**src/rtl/core/raycs_pkg.sv**
```systemverilog
// Shared types and constants for the raycaster column setup block.
`timescale 1ns / 1ps
package raycs_pkg;

	// Fixed-point format of distances, directions and texture coordinates
	localparam int FRAC_BITS = 16;

	// Configuration register widths
	localparam int SH_W  = 12;
	localparam int TEX_W = 11;
	localparam int CFG_W = 12;

	// Result widths and saturation limits
	localparam int H_W      = 16;
	localparam int STEP_W   = 26;
	localparam int TXC_W    = 10;
	localparam logic [H_W-1:0]    MAX_SLICE = '1;
	localparam logic [STEP_W-1:0] MAX_TEX   = '1;

	// Pipelined divider: radix 16, one quotient digit per stage
	localparam int DIV_W      = 28;
	localparam int DEN_W      = 24;
	localparam int DIV_BITS   = 4;
	localparam int DIV_STAGES = DIV_W / DIV_BITS;

	// Configuration register indexes
	typedef enum logic [1:0] {
		REG_SCREEN_HEIGHT = 2'd0,
		REG_TEX_WIDTH     = 2'd1,
		REG_TEX_HEIGHT    = 2'd2
	} cfg_reg_t;

	// Texture-side results that travel with the height computation
	typedef struct packed {
		logic [TXC_W-1:0] tx;
		logic [1:0]       face;
	} tex_info_t;

	// Row results that travel through the step division
	typedef struct packed {
		logic [H_W-1:0]  h;
		logic [SH_W-1:0] row_start;
		logic [SH_W-1:0] row_end;
		logic [H_W-2:0]  k;
		tex_info_t       tex;
	} col_info_t;

endpackage

```
**src/rtl/core/raycs_div.sv**
```systemverilog
// Pipelined unsigned radix-16 restoring divider, one quotient digit per stage.
`timescale 1ns / 1ps
module raycs_div import raycs_pkg::*; (
	input  logic             clk,
	input  logic             en,
	input  logic [DIV_W-1:0] dividend,
	input  logic [DEN_W-1:0] divisor,
	output logic [DIV_W-1:0] quotient
);

	// Four compare-subtract steps on the partial remainder
	function automatic logic [DEN_W+DIV_BITS-1:0] div_digit(
		input logic [DEN_W-1:0]    rem,
		input logic [DIV_BITS-1:0] top,
		input logic [DEN_W-1:0]    den
	);
		logic [DEN_W-1:0]    r;
		logic [DEN_W:0]      t;
		logic [DIV_BITS-1:0] q;
		r = rem;
		q = '0;
		for (int j = DIV_BITS - 1; j >= 0; j--) begin
			t = {r, top[j]};
			if (t >= {1'b0, den}) begin
				t = t - {1'b0, den};
				q[j] = 1'b1;
			end
			r = t[DEN_W-1:0];
		end
		return {r, q};
	endfunction

	logic [DEN_W-1:0] rem_s [DIV_STAGES];
	logic [DIV_W-1:0] num_s [DIV_STAGES];
	logic [DEN_W-1:0] den_s [DIV_STAGES];
	logic [DIV_W-1:0] quo_s [DIV_STAGES];

	logic [DEN_W-1:0] rem_in [DIV_STAGES];
	logic [DIV_W-1:0] num_in [DIV_STAGES];
	logic [DEN_W-1:0] den_in [DIV_STAGES];
	logic [DIV_W-1:0] quo_in [DIV_STAGES];

	// Stage inputs: the ports feed the first digit, each stage feeds the next
	always_comb begin
		for (int i = 0; i < DIV_STAGES; i++) begin
			if (i == 0) begin
				rem_in[i] = '0;
				num_in[i] = dividend;
				den_in[i] = divisor;
				quo_in[i] = '0;
			end else begin
				rem_in[i] = rem_s[i-1];
				num_in[i] = num_s[i-1];
				den_in[i] = den_s[i-1];
				quo_in[i] = quo_s[i-1];
			end
		end
	end

	// One digit per stage, remaining dividend bits shift up
	always_ff @(posedge clk) begin
		if (en) begin
			for (int i = 0; i < DIV_STAGES; i++) begin
				logic [DEN_W+DIV_BITS-1:0] d;
				d = div_digit(rem_in[i], num_in[i][DIV_W-1 -: DIV_BITS], den_in[i]);
				rem_s[i] <= d[DEN_W+DIV_BITS-1:DIV_BITS];
				quo_s[i] <= {quo_in[i][DIV_W-DIV_BITS-1:0], d[DIV_BITS-1:0]};
				num_s[i] <= {num_in[i][DIV_W-DIV_BITS-1:0], {DIV_BITS{1'b0}}};
				den_s[i] <= den_in[i];
			end
		end
	end

	assign quotient = quo_s[DIV_STAGES-1];

endmodule

```
**config.mk**
```make
export PLATFORM = sky130hd
export DESIGN_NAME = raycs_div
export DESIGN_NICKNAME = d
export VERILOG_FILES = /design/src/rtl/core/raycs_pkg.sv /design/src/rtl/core/raycs_div.sv
export SDC_FILE = /design/constraint.sdc
export NUM_CORES = 2
export LEC_CHECK = 0
export BUFFER_PORTS_ARGS = -buffer_cell sky130_fd_sc_hd__buf_4
export CAP_MARGIN = 25
export CORE_UTILIZATION = 70
export CTS_BUF_LIST = sky130_fd_sc_hd__clkbuf_2 sky130_fd_sc_hd__clkbuf_4 sky130_fd_sc_hd__clkbuf_8
export DETAILED_ROUTE_END_ITERATION = 8
export PLACE_DENSITY_LB_ADDON = 0.15
export RECOVER_POWER = 100
export SLEW_MARGIN = 20
export SYNTH_ARGS = -nofsm -noshare
export SYNTH_HDL_FRONTEND = slang
export SYNTH_SLANG_ARGS = --single-unit
```
**constraint.sdc**
```tcl
create_clock -name clk -period 35.3 [get_ports clk]
set_input_delay 0 -clock clk [delete_from_list [all_inputs] [get_ports clk]]
set_output_delay 0 -clock clk [all_outputs]
set_load 0.1 [all_outputs]
```
==> metrics <==
status finished, violations left; failing checks DRC, capacitance limit, slew limit; grt total ovfl 0; yosys warns 0; crit path launch type flip-flop; Die X 274.0 µm; Min-Delay Path Class in -> reg; Slew headroom -317.9%; clock buffer depth 3; initial drt markers 4,504; first-pass GRT wire length 234,000 µm; input/output buffers 81; cell count after synthesis 5,782; fin crit period 18.29 ns; Post-route DRC 5; vias in the first global route 44,040; Routed wire per std cell 21.64 µm; CTS root buffer clkbuf_8; Max stage delay on crit path 1.65 ns; Max-cap violations 16; row count 99; CP endpoint kind flip-flop; met3 Use GR 6.358%; Hold Path Cell Cnt 2; #FFs+latches synth 484; reg2reg start den_s[4][1]; RSZ-0062 raised after global routing false; cells on worst reg2reg path 46; crit-path most repeated cell a21oi_1; Critical Path RT 35.77 ns; chip height 274.0 µm; Clock Skews 0.05870 ns; final setup fails 0; synth unique cells 91; first drt pass iteration count 8; Post-DRT Antenna Nets 0; Post-Syn Area 51,780 µm²; total number of vias 46,200; crit share post-route 51.83%; Top Usage Layer GRT met2; commonest cells after routing, fill and taps aside ha_1 (650), a21oi_1 (534), edfxtp_1 (484), nand2_1 (416), inv_1 (406); Post-CTS Setup Repair Bufs 0; setup slack, reg-to-reg 17.01 ns; FF-to-FF End rem_s[5][13]; net count after synthesis 6,512; Post-synth EDFFs 484; register area share after synthesis 28.07%; pin count of the biggest net entering global routing 113; hold endpoint num_s[0][18]; post-route cell area 55,580 µm²; total track usage 39.50%; met1 usage 47.60%; final RePlAce weighted congestion 1.027; initial antenna violation count 3; Layout area overhead 7.335%; Mapped Avg Cell Area 8.956 µm²; crit path kind reg -> reg; CP max-delay cell a211oi_1; Worst-Skew Late Latency 0.72 ns; starting density of the core 70.86%; critical path arrival 18.76 ns; achievable frequency 0.05466 GHz; CTS resizes 0; CTS tree done; CTS buffer count 85; DP HPWL 117,600 µm; Crit Path Max Fanout 25; Final nets 6,677; max-slew violations 753; post-layout util 76.06%; Final TNS setup 0 ns; hold buffers post-CTS 70; placed instance area 53,470 µm²; Slew @ Worst Pin 6.268 ns; Core Box Area 73,080 µm²; commonest non-fill, non-tap cell in the layout ha_1; Num Clock Sinks 484; asr flop ratio synth 0%; die footprint 75,070 µm²; Vias/cell 6.621; Max H-tree Level 3; layout cell share with drive strength beyond 1 7.212%; Total Routed Length 151,000 µm; Ports 82; worst hold start dividend[18]; grt met2 use 66.84%; Fin. Hold Viols 0; Synth Flop Type edfxtp_1; clock slew at reported path FFs 0.07 ns
[Yosys cell counts, drive strengths merged, types with 25 or more instances]
library cell	count	area [µm²]
edfxtp	484	14530
o21bai	76	570.6
clkbuf	81	304.0
a31oi	41	262.8
o221ai	30	262.8
mux2i	86	873.3
nor2b	81	506.7
nand3	108	540.5
and2	30	187.7
buf	25	135.1
or2	29	181.4
ha	650	8133
a21oi	534	2676
and3	48	300.3
a211oi	49	390.4
a21o	238	1787
or3	36	225.2
a221o	33	330.3
nor2	396	1489
o31ai	39	297.8
o21a	80	600.6
o21ai	400	2006
o211ai	34	255.2
xnor2	322	2820
nor3	107	535.5
xor2	181	1585
nand2	416	1569
nand4	83	519.3
a21boi	36	270.3
nor4	33	206.5
inv	407	1528
fa	26	520.5
mux2	233	2736
nand2b	90	563.0
[worst max-delay path by stage]
stage | from | end | slack, ns | cells after the start
3_5_place_dp | den_s[1][1] | rem_s[2][2] | 21.12 | 46
4_1_cts | den_s[1][1] | rem_s[2][2] | 20.98 | 46
3_3_place_gp | den_s[1][1] | rem_s[2][2] | 21.26 | 46
5_1_grt | den_s[4][1] | rem_s[5][13] | 15.55 | 46
2_1_floorplan | den_s[0][1] | rem_s[1][15] | 23.34 | 47
6_report | den_s[4][1] | rem_s[5][13] | 17.01 | 46
[kinds of logic after synthesis]
kind of cell             count (synthesis)  synth area share [%]
AND/OR/NAND/NOR                       1505                 13.93
multiplexers                           319                 6.971
AO/OA/AOI/OAI                         1777                 21.98
XOR/XNOR                               503                 8.507
adder cells (fa/ha/maj)                676                 16.71
buffers and inverters                  518                 3.834
flip-flops                             484                 28.07
[flip-flops by register name, indices dropped and copies added (netlist names)]
name and cells:
den_s 144, num_s 84, rem_s 144, quo_s 112
[critical path: cells and delay by family (launching register included)]
family,cells,cell delay (ns)
buf+inv,4,2.95
simple gates,3,1.23
compound gates,31,9.30
mux,4,2.56
fa+ha+maj,4,1.42
flops,1,0.51
[stage by stage]
stage / cells / setup WS (ns) / hold WS [ns]
4_1_cts: 6972 / 20.98 / 0.005401
6_report: 6978 / 17.01 / 0.05214
5_1_grt: 6978 / 15.55 / 0.03399
2_1_floorplan: 5782 / 23.34 / 0.09887
3_5_place_dp: 6744 / 21.12 / 0.1793
3_3_place_gp: 6743 / 21.26 / 0.1779
[per-layer routing]
layer,vias up,share of wire [%]
met5,-,0
met3,562,8.2
li1,21920,-
met1,21500,39
met2,2223,47
met4,0,6.3
[final cells by class]
class | count | area [µm²]
antenna | 1 | 2.502
clock buffer | 111 | 1378
clock inverter | 47 | 454.2
fill | 5465 | 17500
inverter | 412 | 1546
multi-input combinational | 4780 | 35190
sequential | 484 | 14530
tap | 959 | 1200
timing repair buffer | 184 | 1284
Power is not shown: default switching activity piles up to over one toggle a cycle in this logic, so the estimate is an artifact.
